<file path="src/sszf_pkg.sv">
// Shared types, constants and helpers for the scanline span z-buffer fill block.
package sszf_pkg;

   localparam int DEF_MAX_WIDTH  = 64;
   localparam int DEF_MAX_HEIGHT = 64;

   localparam int LINE_W  = 6;
   localparam int COL_W   = 12;
   localparam int Z_W     = 16;
   localparam int DEPTH_W = 17;
   localparam int ADDR_W  = 12;
   localparam int COLOR_W = 8;
   localparam int REG_W   = 7;

   // divider operand widths: dividend is offset times z delta, divisor is span length
   localparam int DVD_W = COL_W + Z_W;
   localparam int DVS_W = COL_W;

   localparam logic [DEPTH_W-1:0] ONE_FIX  = 17'h10000;
   localparam logic [REG_W-1:0]   REG_RESET = 7'd64;

   localparam logic CMD_NEW_LINE = 1'b0;
   localparam logic CMD_SPAN     = 1'b1;

   localparam logic CSR_FRAME_WIDTH  = 1'b0;
   localparam logic CSR_FRAME_HEIGHT = 1'b1;

   typedef struct packed {
      logic                     command;
      logic [LINE_W-1:0]        line_index;
      logic signed [COL_W-1:0]  span_start;
      logic signed [COL_W-1:0]  span_end;
      logic [Z_W-1:0]           z_start;
      logic [Z_W-1:0]           z_end;
   } req_type;

   typedef struct packed {
      logic [ADDR_W-1:0]  pixel_address;
      logic [COLOR_W-1:0] pixel_color;
      logic               write_enable;
      logic               last;
   } rsp_type;

   typedef struct packed {
      logic new_line;
      logic load_span;
      logic setup;
      logic div_start;
      logic div_sel;
      logic cap_first;
      logic cap_step;
      logic issue;
   } ctl_cmd_type;

   typedef struct packed {
      logic pipe_busy;
      logic can_issue;
      logic span_empty;
      logic div_done;
      logic last_pixel;
   } ctl_sts_type;

   typedef enum logic [5:0] {
      ST_IDLE      = 6'b000001,
      ST_SETUP     = 6'b000010,
      ST_DIVA_GO   = 6'b000100,
      ST_DIVA_WAIT = 6'b001000,
      ST_DIVB_WAIT = 6'b010000,
      ST_RUN       = 6'b100000
   } state_type;

   // grey level: (depth * 255) >> 16, saturated at 255
   function automatic logic [COLOR_W-1:0] grey_level(input logic [DEPTH_W-1:0] depth);
      logic [DEPTH_W+COLOR_W-1:0] prod;
      logic [DEPTH_W+COLOR_W-17:0] level;
      prod  = (DEPTH_W+COLOR_W)'(depth) * (DEPTH_W+COLOR_W)'(255);
      level = prod[DEPTH_W+COLOR_W-1:16];
      if (level > (DEPTH_W+COLOR_W-16)'(255)) begin
         return 8'hFF;
      end
      return level[COLOR_W-1:0];
   endfunction

endpackage

</file>
<file path="src/sszf_divider.sv">
// Restoring radix-2 divider, one quotient bit per cycle.
module sszf_divider (
   input  logic                        clock,
   input  logic                        reset,
   input  logic                        start,
   input  logic [sszf_pkg::DVD_W-1:0]  dividend,
   input  logic [sszf_pkg::DVS_W-1:0]  divisor,
   output logic [sszf_pkg::DVD_W-1:0]  quotient,
   output logic [sszf_pkg::DVS_W-1:0]  remainder,
   output logic                        done
);
   localparam int DVD_W = sszf_pkg::DVD_W;
   localparam int DVS_W = sszf_pkg::DVS_W;
   localparam int CNT_W = $clog2(DVD_W);

   logic             busy_ff, busy_in;
   logic             done_ff, done_in;
   logic [CNT_W-1:0] cnt_ff, cnt_in;
   logic [DVD_W-1:0] quo_ff, quo_in;
   logic [DVS_W-1:0] rem_ff, rem_in;
   logic [DVS_W-1:0] dvs_ff, dvs_in;

   logic [DVS_W:0] trial;
   logic [DVS_W:0] diff;
   logic           ge;

   always_comb begin
      trial   = {rem_ff, quo_ff[DVD_W-1]};
      diff    = trial - {1'b0, dvs_ff};
      ge      = trial >= {1'b0, dvs_ff};
      busy_in = busy_ff;
      done_in = 1'b0;
      cnt_in  = cnt_ff;
      quo_in  = quo_ff;
      rem_in  = rem_ff;
      dvs_in  = dvs_ff;
      if (start) begin
         busy_in = 1'b1;
         cnt_in  = '0;
         quo_in  = dividend;
         rem_in  = '0;
         dvs_in  = divisor;
      end else if (busy_ff) begin
         quo_in = {quo_ff[DVD_W-2:0], ge};
         rem_in = ge ? diff[DVS_W-1:0] : trial[DVS_W-1:0];
         cnt_in = cnt_ff + 1'b1;
         if (cnt_ff == CNT_W'(DVD_W - 1)) begin
            busy_in = 1'b0;
            done_in = 1'b1;
         end
      end
   end

   always_ff @(posedge clock) begin
      if (reset) begin
         busy_ff <= 1'b0;
         done_ff <= 1'b0;
         cnt_ff  <= '0;
      end else begin
         busy_ff <= busy_in;
         done_ff <= done_in;
         cnt_ff  <= cnt_in;
      end
      quo_ff <= quo_in;
      rem_ff <= rem_in;
      dvs_ff <= dvs_in;
   end

   assign quotient  = quo_ff;
   assign remainder = rem_ff;
   assign done      = done_ff;

endmodule

</file>
<file path="src/sszf_datapath.sv">
// Span datapath: config registers, span setup, z stepping, line depth memory, output register.
module sszf_datapath #(
   parameter int MAX_WIDTH  = sszf_pkg::DEF_MAX_WIDTH,
   parameter int MAX_HEIGHT = sszf_pkg::DEF_MAX_HEIGHT
) (
   input  logic                         clock,
   input  logic                         reset,
   input  sszf_pkg::req_type            req_data,
   input  logic                         csr_write_enable,
   input  logic                         csr_index,
   input  logic [sszf_pkg::REG_W-1:0]   csr_write_data,
   input  sszf_pkg::ctl_cmd_type        cmd,
   output sszf_pkg::ctl_sts_type        sts,
   output logic                         rsp_valid,
   output sszf_pkg::rsp_type            rsp_data,
   input  logic                         rsp_stall
);
   localparam int IDX_W   = $clog2(MAX_WIDTH);
   localparam int COL_W   = sszf_pkg::COL_W;
   localparam int Z_W     = sszf_pkg::Z_W;
   localparam int DEPTH_W = sszf_pkg::DEPTH_W;
   localparam int ADDR_W  = sszf_pkg::ADDR_W;
   localparam int REG_W   = sszf_pkg::REG_W;
   localparam int LINE_W  = sszf_pkg::LINE_W;
   localparam int DVD_W   = sszf_pkg::DVD_W;
   localparam int DVS_W   = sszf_pkg::DVS_W;

   // configuration and line state
   logic [REG_W-1:0]  width_ff, height_ff;
   logic [LINE_W-1:0] line_ff;

   // span operands
   logic signed [COL_W-1:0] start_ff, end_ff;
   logic [Z_W-1:0]          ds_ff, de_ff;

   // setup results
   logic [IDX_W-1:0]  idx_ff, idx_in;
   logic [IDX_W-1:0]  end_idx_ff;
   logic [DVS_W-1:0]  span_len_ff;
   logic [Z_W-1:0]    dmag_ff;
   logic              neg_ff;
   logic [DVD_W-1:0]  prod_ff;
   logic [ADDR_W-1:0] base_ff;

   // z stepping: quotient and remainder of offset * |dz| / span
   logic [Z_W-1:0]   q_ff, q_in, qs_ff;
   logic [DVS_W-1:0] r_ff, r_in, rs_ff;

   // pixel stage between memory read and output
   logic               pb_valid_ff, pb_valid_in;
   logic [IDX_W-1:0]   pb_idx_ff;
   logic [Z_W-1:0]     pb_z_ff;
   logic               pb_last_ff;
   logic [DEPTH_W-1:0] rd_data_ff;
   logic               rd_vld_ff;

   // line depth memory and its valid bits
   logic [DEPTH_W-1:0] depth_mem [MAX_WIDTH];
   logic [MAX_WIDTH-1:0] vld_ff, vld_in;

   // output register
   logic              rsp_valid_ff, rsp_valid_in;
   sszf_pkg::rsp_type rsp_data_ff, rsp_data_in;

   // effective frame size
   logic [REG_W-1:0] w_eff, h_eff;

   always_comb begin
      if (width_ff == '0) begin
         w_eff = REG_W'(1);
      end else if (32'(width_ff) > MAX_WIDTH) begin
         w_eff = REG_W'(MAX_WIDTH);
      end else begin
         w_eff = width_ff;
      end
      if (height_ff == '0) begin
         h_eff = REG_W'(1);
      end else if (32'(height_ff) > MAX_HEIGHT) begin
         h_eff = REG_W'(MAX_HEIGHT);
      end else begin
         h_eff = height_ff;
      end
   end

   // span setup
   logic signed [COL_W:0] st13, en13, as13, ae13, wlast;
   logic [COL_W:0]        k0_full, len_full;
   logic                  len_zero;
   logic                  neg;
   logic [Z_W-1:0]        dmag, dmag_eff;
   logic [DVS_W-1:0]      len_eff;
   logic [ADDR_W-1:0]     row;
   logic [REG_W+ADDR_W-1:0] base_full;

   always_comb begin
      st13     = {start_ff[COL_W-1], start_ff};
      en13     = {end_ff[COL_W-1], end_ff};
      wlast    = $signed({{(COL_W+1-REG_W){1'b0}}, w_eff}) - 13'sd1;
      as13     = (st13 < 13'sd0) ? 13'sd0 : st13;
      ae13     = (en13 > wlast) ? wlast : en13;
      k0_full  = as13 - st13;
      len_full = en13 - st13;
      len_zero = (en13 == st13);
      neg      = de_ff < ds_ff;
      dmag     = neg ? (ds_ff - de_ff) : (de_ff - ds_ff);
      dmag_eff = len_zero ? '0 : dmag;
      len_eff  = len_zero ? DVS_W'(1) : len_full[DVS_W-1:0];
      row      = {{(ADDR_W-REG_W){1'b0}}, h_eff} - ADDR_W'(1)
                 - {{(ADDR_W-LINE_W){1'b0}}, line_ff};
      base_full = (REG_W+ADDR_W)'(w_eff) * (REG_W+ADDR_W)'(row);
   end

   // divider
   logic [DVD_W-1:0] div_quo;
   logic [DVS_W-1:0] div_rem;
   logic             div_done;
   logic [DVD_W-1:0] div_dvd;

   assign div_dvd = cmd.div_sel ? {{(DVD_W-Z_W){1'b0}}, dmag_ff} : prod_ff;

   sszf_divider u_divider (
      .clock     (clock),
      .reset     (reset),
      .start     (cmd.div_start),
      .dividend  (div_dvd),
      .divisor   (span_len_ff),
      .quotient  (div_quo),
      .remainder (div_rem),
      .done      (div_done)
   );

   // z for the pixel being issued, and the next quotient and remainder
   logic [Z_W:0]   z_full;
   logic [Z_W+1:0] q_sum;
   logic [DVS_W:0] r_sum, r_red;
   logic           r_carry;

   always_comb begin
      z_full  = neg_ff ? ({1'b0, ds_ff} - {1'b0, q_ff}) : ({1'b0, ds_ff} + {1'b0, q_ff});
      r_sum   = {1'b0, r_ff} + {1'b0, rs_ff};
      r_carry = r_sum >= {1'b0, span_len_ff};
      r_red   = r_sum - {1'b0, span_len_ff};
      q_sum   = {2'b0, q_ff} + {2'b0, qs_ff} + {{(Z_W+1){1'b0}}, r_carry};
      q_in    = q_ff;
      r_in    = r_ff;
      idx_in  = idx_ff;
      if (cmd.cap_first) begin
         q_in = div_quo[Z_W-1:0];
         r_in = div_rem;
      end else if (cmd.issue) begin
         q_in   = q_sum[Z_W-1:0];
         r_in   = r_carry ? r_red[DVS_W-1:0] : r_sum[DVS_W-1:0];
         idx_in = idx_ff + 1'b1;
      end
      if (cmd.setup) begin
         idx_in = as13[IDX_W-1:0];
      end
   end

   // pixel stage: depth test, color, address
   logic               out_free;
   logic               complete;
   logic [DEPTH_W-1:0] new_depth, stored;
   logic               win;

   always_comb begin
      out_free     = !rsp_valid_ff || !rsp_stall;
      complete     = pb_valid_ff && out_free;
      new_depth    = sszf_pkg::ONE_FIX - {1'b0, pb_z_ff};
      stored       = rd_vld_ff ? rd_data_ff : sszf_pkg::ONE_FIX;
      win          = stored >= new_depth;
      pb_valid_in  = cmd.issue || (pb_valid_ff && !out_free);
      rsp_valid_in = complete || (rsp_valid_ff && rsp_stall);
      rsp_data_in  = rsp_data_ff;
      if (complete) begin
         rsp_data_in.pixel_address = base_ff + {{(ADDR_W-IDX_W){1'b0}}, pb_idx_ff};
         rsp_data_in.pixel_color   = win ? sszf_pkg::grey_level(new_depth) : '0;
         rsp_data_in.write_enable  = win;
         rsp_data_in.last          = pb_last_ff;
      end
      vld_in = vld_ff;
      if (cmd.new_line) begin
         vld_in = '0;
      end else if (complete && win) begin
         vld_in[pb_idx_ff] = 1'b1;
      end
   end

   always_ff @(posedge clock) begin
      if (complete && win) begin
         depth_mem[pb_idx_ff] <= new_depth;
      end
      if (cmd.issue) begin
         rd_data_ff <= depth_mem[idx_ff];
         rd_vld_ff  <= vld_ff[idx_ff];
         pb_idx_ff  <= idx_ff;
         pb_z_ff    <= z_full[Z_W-1:0];
         pb_last_ff <= (idx_ff == end_idx_ff);
      end
   end

   always_ff @(posedge clock) begin
      if (reset) begin
         width_ff     <= sszf_pkg::REG_RESET;
         height_ff    <= sszf_pkg::REG_RESET;
         line_ff      <= '0;
         vld_ff       <= '0;
         pb_valid_ff  <= 1'b0;
         rsp_valid_ff <= 1'b0;
      end else begin
         if (csr_write_enable) begin
            unique case (csr_index)
               sszf_pkg::CSR_FRAME_WIDTH:  width_ff  <= csr_write_data;
               sszf_pkg::CSR_FRAME_HEIGHT: height_ff <= csr_write_data;
               default: ;
            endcase
         end
         if (cmd.new_line) begin
            line_ff <= req_data.line_index;
         end
         vld_ff       <= vld_in;
         pb_valid_ff  <= pb_valid_in;
         rsp_valid_ff <= rsp_valid_in;
      end
      rsp_data_ff <= rsp_data_in;
      idx_ff      <= idx_in;
      q_ff        <= q_in;
      r_ff        <= r_in;
      if (cmd.load_span) begin
         start_ff <= req_data.span_start;
         end_ff   <= req_data.span_end;
         ds_ff    <= req_data.z_start;
         de_ff    <= req_data.z_end;
      end
      if (cmd.setup) begin
         end_idx_ff  <= ae13[IDX_W-1:0];
         span_len_ff <= len_eff;
         dmag_ff     <= dmag_eff;
         neg_ff      <= neg;
         prod_ff     <= DVD_W'(k0_full[COL_W-1:0]) * DVD_W'(dmag_eff);
         base_ff     <= base_full[ADDR_W-1:0];
      end
      if (cmd.cap_step) begin
         qs_ff <= div_quo[Z_W-1:0];
         rs_ff <= div_rem;
      end
   end

   always_comb begin
      sts.pipe_busy  = pb_valid_ff;
      sts.can_issue  = !pb_valid_ff || out_free;
      sts.span_empty = as13 > ae13;
      sts.div_done   = div_done;
      sts.last_pixel = idx_ff == end_idx_ff;
   end

   assign rsp_valid = rsp_valid_ff;
   assign rsp_data  = rsp_data_ff;

endmodule

</file>
<file path="src/sszf_controller.sv">
// Sequencer for span setup, the two divisions and the per-pixel walk.
module sszf_controller (
   input  logic                   clock,
   input  logic                   reset,
   input  logic                   req_valid,
   input  logic                   req_command,
   output logic                   req_stall,
   input  sszf_pkg::ctl_sts_type  sts,
   output sszf_pkg::ctl_cmd_type  cmd
);
   sszf_pkg::state_type state_ff, state_in;
   logic                ready;
   logic                accept;

   always_comb begin
      ready    = (state_ff == sszf_pkg::ST_IDLE) && !sts.pipe_busy;
      accept   = req_valid && ready;
      state_in = state_ff;
      cmd      = '0;
      unique case (state_ff)
         sszf_pkg::ST_IDLE: begin
            if (accept) begin
               if (req_command == sszf_pkg::CMD_SPAN) begin
                  cmd.load_span = 1'b1;
                  state_in      = sszf_pkg::ST_SETUP;
               end else begin
                  cmd.new_line = 1'b1;
               end
            end
         end
         sszf_pkg::ST_SETUP: begin
            cmd.setup = 1'b1;
            state_in  = sts.span_empty ? sszf_pkg::ST_IDLE : sszf_pkg::ST_DIVA_GO;
         end
         sszf_pkg::ST_DIVA_GO: begin
            cmd.div_start = 1'b1;
            state_in      = sszf_pkg::ST_DIVA_WAIT;
         end
         sszf_pkg::ST_DIVA_WAIT: begin
            if (sts.div_done) begin
               cmd.cap_first = 1'b1;
               cmd.div_start = 1'b1;
               cmd.div_sel   = 1'b1;
               state_in      = sszf_pkg::ST_DIVB_WAIT;
            end
         end
         sszf_pkg::ST_DIVB_WAIT: begin
            cmd.div_sel = 1'b1;
            if (sts.div_done) begin
               cmd.cap_step = 1'b1;
               state_in     = sszf_pkg::ST_RUN;
            end
         end
         sszf_pkg::ST_RUN: begin
            if (sts.can_issue) begin
               cmd.issue = 1'b1;
               if (sts.last_pixel) begin
                  state_in = sszf_pkg::ST_IDLE;
               end
            end
         end
         default: state_in = sszf_pkg::ST_IDLE;
      endcase
   end

   always_ff @(posedge clock) begin
      if (reset) begin
         state_ff <= sszf_pkg::ST_IDLE;
      end else begin
         state_ff <= state_in;
      end
   end

   assign req_stall = !ready;

endmodule

</file>
<file path="src/scanline_span_zbuffer_fill_top.sv">
// Scanline span z-buffer fill: top level joining controller and datapath.
// New-line transaction: clears the depth valid bits, no result.
// Span of N pixels: setup and two 28-step serial divisions, then one pixel issued per cycle
// while rsp is not stalled; each result passes the pixel stage and the output register.
// Next transaction taken once the walk ends and the pixel stage is empty; rsp stalls delay it.
// Reset (synchronous, active high): width/height 64, line 0, depth store reads as 1.0.
module scanline_span_zbuffer_fill_top #(
   parameter int MAX_WIDTH  = sszf_pkg::DEF_MAX_WIDTH,
   parameter int MAX_HEIGHT = sszf_pkg::DEF_MAX_HEIGHT
) (
   input  logic                        clock,
   input  logic                        reset,
   // input transactions
   input  logic                        req_valid,
   output logic                        req_stall,
   input  sszf_pkg::req_type           req_data,
   // result transactions
   output logic                        rsp_valid,
   input  logic                        rsp_stall,
   output sszf_pkg::rsp_type           rsp_data,
   // configuration writes
   input  logic                        csr_write_enable,
   input  logic                        csr_index,
   input  logic [sszf_pkg::REG_W-1:0]  csr_write_data
);
   sszf_pkg::ctl_cmd_type cmd;
   sszf_pkg::ctl_sts_type sts;

   // Controller: accepts a transaction only when idle and the pixel stage is empty,
   // so the last depth write of a span lands before the next span or clear.
   sszf_controller u_controller (
      .clock       (clock),
      .reset       (reset),
      .req_valid   (req_valid),
      .req_command (req_data.command),
      .req_stall   (req_stall),
      .sts         (sts),
      .cmd         (cmd)
   );

   // Datapath: the z of pixel i is ds +/- floor(k*|dz|/len), stepped from an initial
   // quotient/remainder; pixel stage and output register hold one pixel each, so a
   // stalled result halts the walk.
   sszf_datapath #(
      .MAX_WIDTH  (MAX_WIDTH),
      .MAX_HEIGHT (MAX_HEIGHT)
   ) u_datapath (
      .clock            (clock),
      .reset            (reset),
      .req_data         (req_data),
      .csr_write_enable (csr_write_enable),
      .csr_index        (csr_index),
      .csr_write_data   (csr_write_data),
      .cmd              (cmd),
      .sts              (sts),
      .rsp_valid        (rsp_valid),
      .rsp_data         (rsp_data),
      .rsp_stall        (rsp_stall)
   );

endmodule
</file>
<file path="config.mk">
export PLATFORM = sky130hd
export DESIGN_NAME = scanline_span_zbuffer_fill_top
export DESIGN_NICKNAME = d
export VERILOG_FILES = /design/src/sszf_pkg.sv /design/src/sszf_divider.sv /design/src/sszf_datapath.sv /design/src/sszf_controller.sv /design/src/scanline_span_zbuffer_fill_top.sv
export SDC_FILE = /design/constraint.sdc
export NUM_CORES = 2
export LEC_CHECK = 0
export CAP_MARGIN = 40
export CORE_UTILIZATION = 60
export CTS_BUF_LIST = sky130_fd_sc_hd__clkbuf_4 sky130_fd_sc_hd__clkbuf_8 sky130_fd_sc_hd__clkbuf_16
export CTS_CLUSTER_SIZE = 30
export DETAILED_ROUTE_END_ITERATION = 8
export DONT_BUFFER_PORTS = 1
export GPL_TIMING_DRIVEN = 0
export PLACE_DENSITY_LB_ADDON = 0.08
export SYNTH_ARGS = -nofsm -noshare
export SYNTH_HDL_FRONTEND = slang
export SYNTH_SLANG_ARGS = --single-unit
export TNS_END_PERCENT = 100
</file>
<file path="constraint.sdc">
create_clock -name clock -period 10.95 [get_ports clock]
set_input_delay 0.5475 -clock clock [delete_from_list [all_inputs] [get_ports clock]]
set_output_delay 0.5475 -clock clock [all_outputs]
set_load 0.02 [all_outputs]
</file>
==> results.py <==
metrics = {
    "status": {
        "status": "finished, final reports clean",
    },
    "sta": {
        "fin_ws_ns": 1.99,
        "setup_tns_ns": 0,
        "fin_crit_sh_pct": 81.8,
        "hold_violations": 0,
        "setup_viol_count_final": 0,
        "worst_clock_skew_ns": 0.0357,
        "worst_pin_slew_ns": 0.988,
        "period_needed_ns": 8.96,
        "slew_violations": 0,
        "rsz0062_at_grt": "false",
        "slew-limit-headroom_pct": 34.2,
        "clock.fmax_mhz": 112,
    },
    "cts": {
        "cts_resized": 0,
        "cts_setup_buffers": 0,
        "tritoncts": "built",
        "cts-hold-fix-buffers": 71,
        "clock_latency_ns": 0.80,
        "cts_made_buffers": 151,
        "clkTransAtPathRegs_ns": 0.07,
        "htree_levels": 4,
        "cts.sinks": 1495,
        "clockBufferDepth": 3,
        "root_buffer": "clkbuf_16",
    },
    "logic_synthesis": {
        "yosysUniqueCellTypes": 93,
        "ys_warn_count": 0,
        "synth-edff-count": 1384,
        "postSynth.asyncResetShare_pct": 0,
        "yosysTopAreaCell": "edfxtp_1",
        "ys_seq_area_share_pct": 59.2,
        "synth_flop_cell": "edfxtp_1",
        "yosys.area.top_type_share_pct": 56.2,
        "synth.ff_latch_count": 1495,
        "ys_top_cells_by_area": "edfxtp_1 56%, mux4_2 12%, fa_1 6.9%",
        "postSynthAreaPerCell_um2": 15.4,
        "netlist_area_um2": 73900,
        "syn_inst": 4790,
    },
    "floorplan": {
        "coreArea_um2": 122000,
        "die_w_um": 353,
        "die-area_um2": 125000,
        "rows": 128,
        "die-height_um": 353,
        "boundaryPins": 100,
        "initial_core_util_pct": 60.6,
    },
    "route": {
        "via_per_inst": 6.15,
        "drtAntennaViolNets": 0,
        "drt_first_pass_iters": 6,
        "wirelength_um": 187000,
        "wl_per_cell_um": 27.1,
        "drtIter0Drc": 4437,
        "route.detailed.drc": 0,
        "vias": 42500,
    },
    "placement": {
        "place_congestion": 0.922,
        "dpl.hpwl_um": 136000,
        "port_buffers": 0,
        "pre_cts_ws_ns": 2.18,
    },
    "pwr": {
        "power_density_nw_per_um2": 224,
        "leakagePower_nw": 30.2,
        "ir_drop_v": 0.000474,
    },
    "worst_setup_path": {
        "end_kind": "register",
        "start_kind": "register",
        "worst-path-max-fanout": 10,
        "cp.required_ns": 11.47,
        "crit_family": "adder cells",
        "worst-setup-path-type": "register to register",
        "crit_slowest_cell": "edfxtp_1",
        "worst_path_most_repeated_cell": "fa_1",
        "critPathArrivalTime_ns": 9.48,
        "worst-path-buf-inv": 6,
        "critPathMaxStageDelay_ns": 0.69,
    },
    "global_routing": {
        "grt.total_usage_pct": 30.7,
        "grt_pass1_wl_um": 279000,
        "grt_overflow": 0,
        "grt_start_max_net_pins": 58,
        "grt_pass1_vias": 43300,
        "antenna_found_initial": 8,
    },
    "finish": {
        "layout.nets": 5783,
        "syn2layout_area_growth_pct": 14.0,
        "drive_gt1_share_pct": 18.2,
        "final_util_pct": 69.1,
    },
    "hold_path": {
        "hold_class": "input port to register",
    },
    "job": {
        "drv_cap": 0,
    },
}
## logic make-up (layout without fill, tap and decap cells)
family	after synthesis	after routing	synth area share [%]
compound gates	545	545	4.79
simple gates	972	972	6.24
flops	1495	1495	59.2
mux	441	441	12.4
other cells	1	9	0.00507
xor+xnor	193	193	2.29
fa+ha+maj	548	548	11.9
buf+inv	595	1084	3.17
## path summary, 6_finish.rpt
path	from	slack [ns]	cells past startpoint	end
min reg2reg	u_datapath.span_len_ff[7]$_SDFFCE_PP0P_	0.46	0	u_datapath.u_divider.dvs_ff[7]$_DFFE_PP_
max reg2reg	u_datapath.ds_ff[1]$_DFFE_PP_	1.99	30	u_datapath.prod_ff[25]$_DFFE_PP_
max	u_datapath.ds_ff[1]$_DFFE_PP_	1.99	30	u_datapath.prod_ff[25]$_DFFE_PP_
min	csr_write_enable	0.15	3	u_datapath.height_ff[3]$_SDFFE_PP0P_
## area by class of cell
cell class	count	area (um2)
multi-input combinational	2704	28100
inverter	418	1580
clock inverter	87	990
sequential	1495	43800
timing repair buffer	212	2860
buffer	177	774
fill	8049	37800
clock buffer	190	4130
tap	1625	2030
antenna	4	10.0
## where the power goes
part | switching [W] | internal, W
clock | 0.00222 | 0.00308
sequential | 0.0000821 | 0.00661
combinational | 0.00392 | 0.00293
total | 0.00623 | 0.0126
## layout by cell type (no fill, tap or decap), types with 27 or more instances in the layout
master            n
a21o_1           45
a21oi_1         165
and2_1           83
buf_2            49
buf_6            35
buf_8            80
clkbuf_1        103
clkbuf_16       152
clkbuf_4         31
clkinv_2         27
dfxtp_1         111
dlygate4sd3_1    71
edfxtp_1       1384
fa_1            256
ha_1            291
inv_1           409
mux2i_1          58
mux4_2          378
nand2_1         307
nand3_1          48
nor2_1          207
nor2_2           68
nor2b_1          41
nor3_1           64
o21a_1           91
o21ai_0         106
xnor2_1         131
xor2_1           50
## worst reg2reg max path, delay by kind of cell (launching register included)
kind / cells / cell delay [ns]
DFF: 1 / 0.69
adders and majority gates: 7 / 3.14
xor gates and xnor gates: 2 / 0.48
AOI/OAI and AO/OA: 9 / 2.12
and+or+nand+nor: 6 / 1.21
buffers and inverters: 6 / 1.05
## Yosys cell counts (7+ instances only)
master,instances
a22o_1,13
o211ai_1,11
edfxtp_1,1384
ha_1,292
nor3b_1,7
o21ai_0,106
clkbuf_1,103
o21ai_1,10
xnor2_1,137
nand2b_1,26
xor2_1,56
mux2i_1,58
nor2_1,272
fa_1,256
or3_1,18
and2_1,83
a21o_1,45
nand2_1,307
nand3_1,48
inv_1,414
a31oi_1,12
nor4_1,13
a211oi_1,14
buf_2,49
a211o_1,7
o21bai_1,12
o21a_1,91
nand3b_1,12
nor3_1,64
buf_4,7
buf_1,15
nand4_1,25
and3_1,19
a21oi_1,165
mux4_2,378
nor2b_1,41
dfxtp_1,111
## registers in the layout (all words and copies together) (netlist names), 17 cells and up
register and cells:
u_datapath.depth_mem 1088, u_datapath.rd_data_ff 17, u_datapath.vld_ff 64, u_datapath.rsp_data 22, u_datapath.prod_ff 28, u_datapath.u_divider.quotient 28
## routing by layer
metal / global-route usage (%) / part of all wire [%]
met1: 41.6 / 39
met2: 50.3 / 49
met3: 5.35 / 7.6
met4: 11.7 / 3.8
met5: 0 / 0.018
## stage by stage
stage | cells | hold WS (ns) | power, W | cell area, um2
floorplan | 4794 | 0.400 | 0.0119 | 73900
global placement | 6419 | 0.435 | 0.0134 | 75900
detailed placement | 6560 | 0.444 | 0.0135 | 78400
CTS | 6908 | 0.0988 | 0.0188 | 84300
global route | 6911 | 0.146 | 0.0199 | 84300
finish | 6912 | 0.155 | 0.0188 | 84300
(Power assumes the default switching activity.)
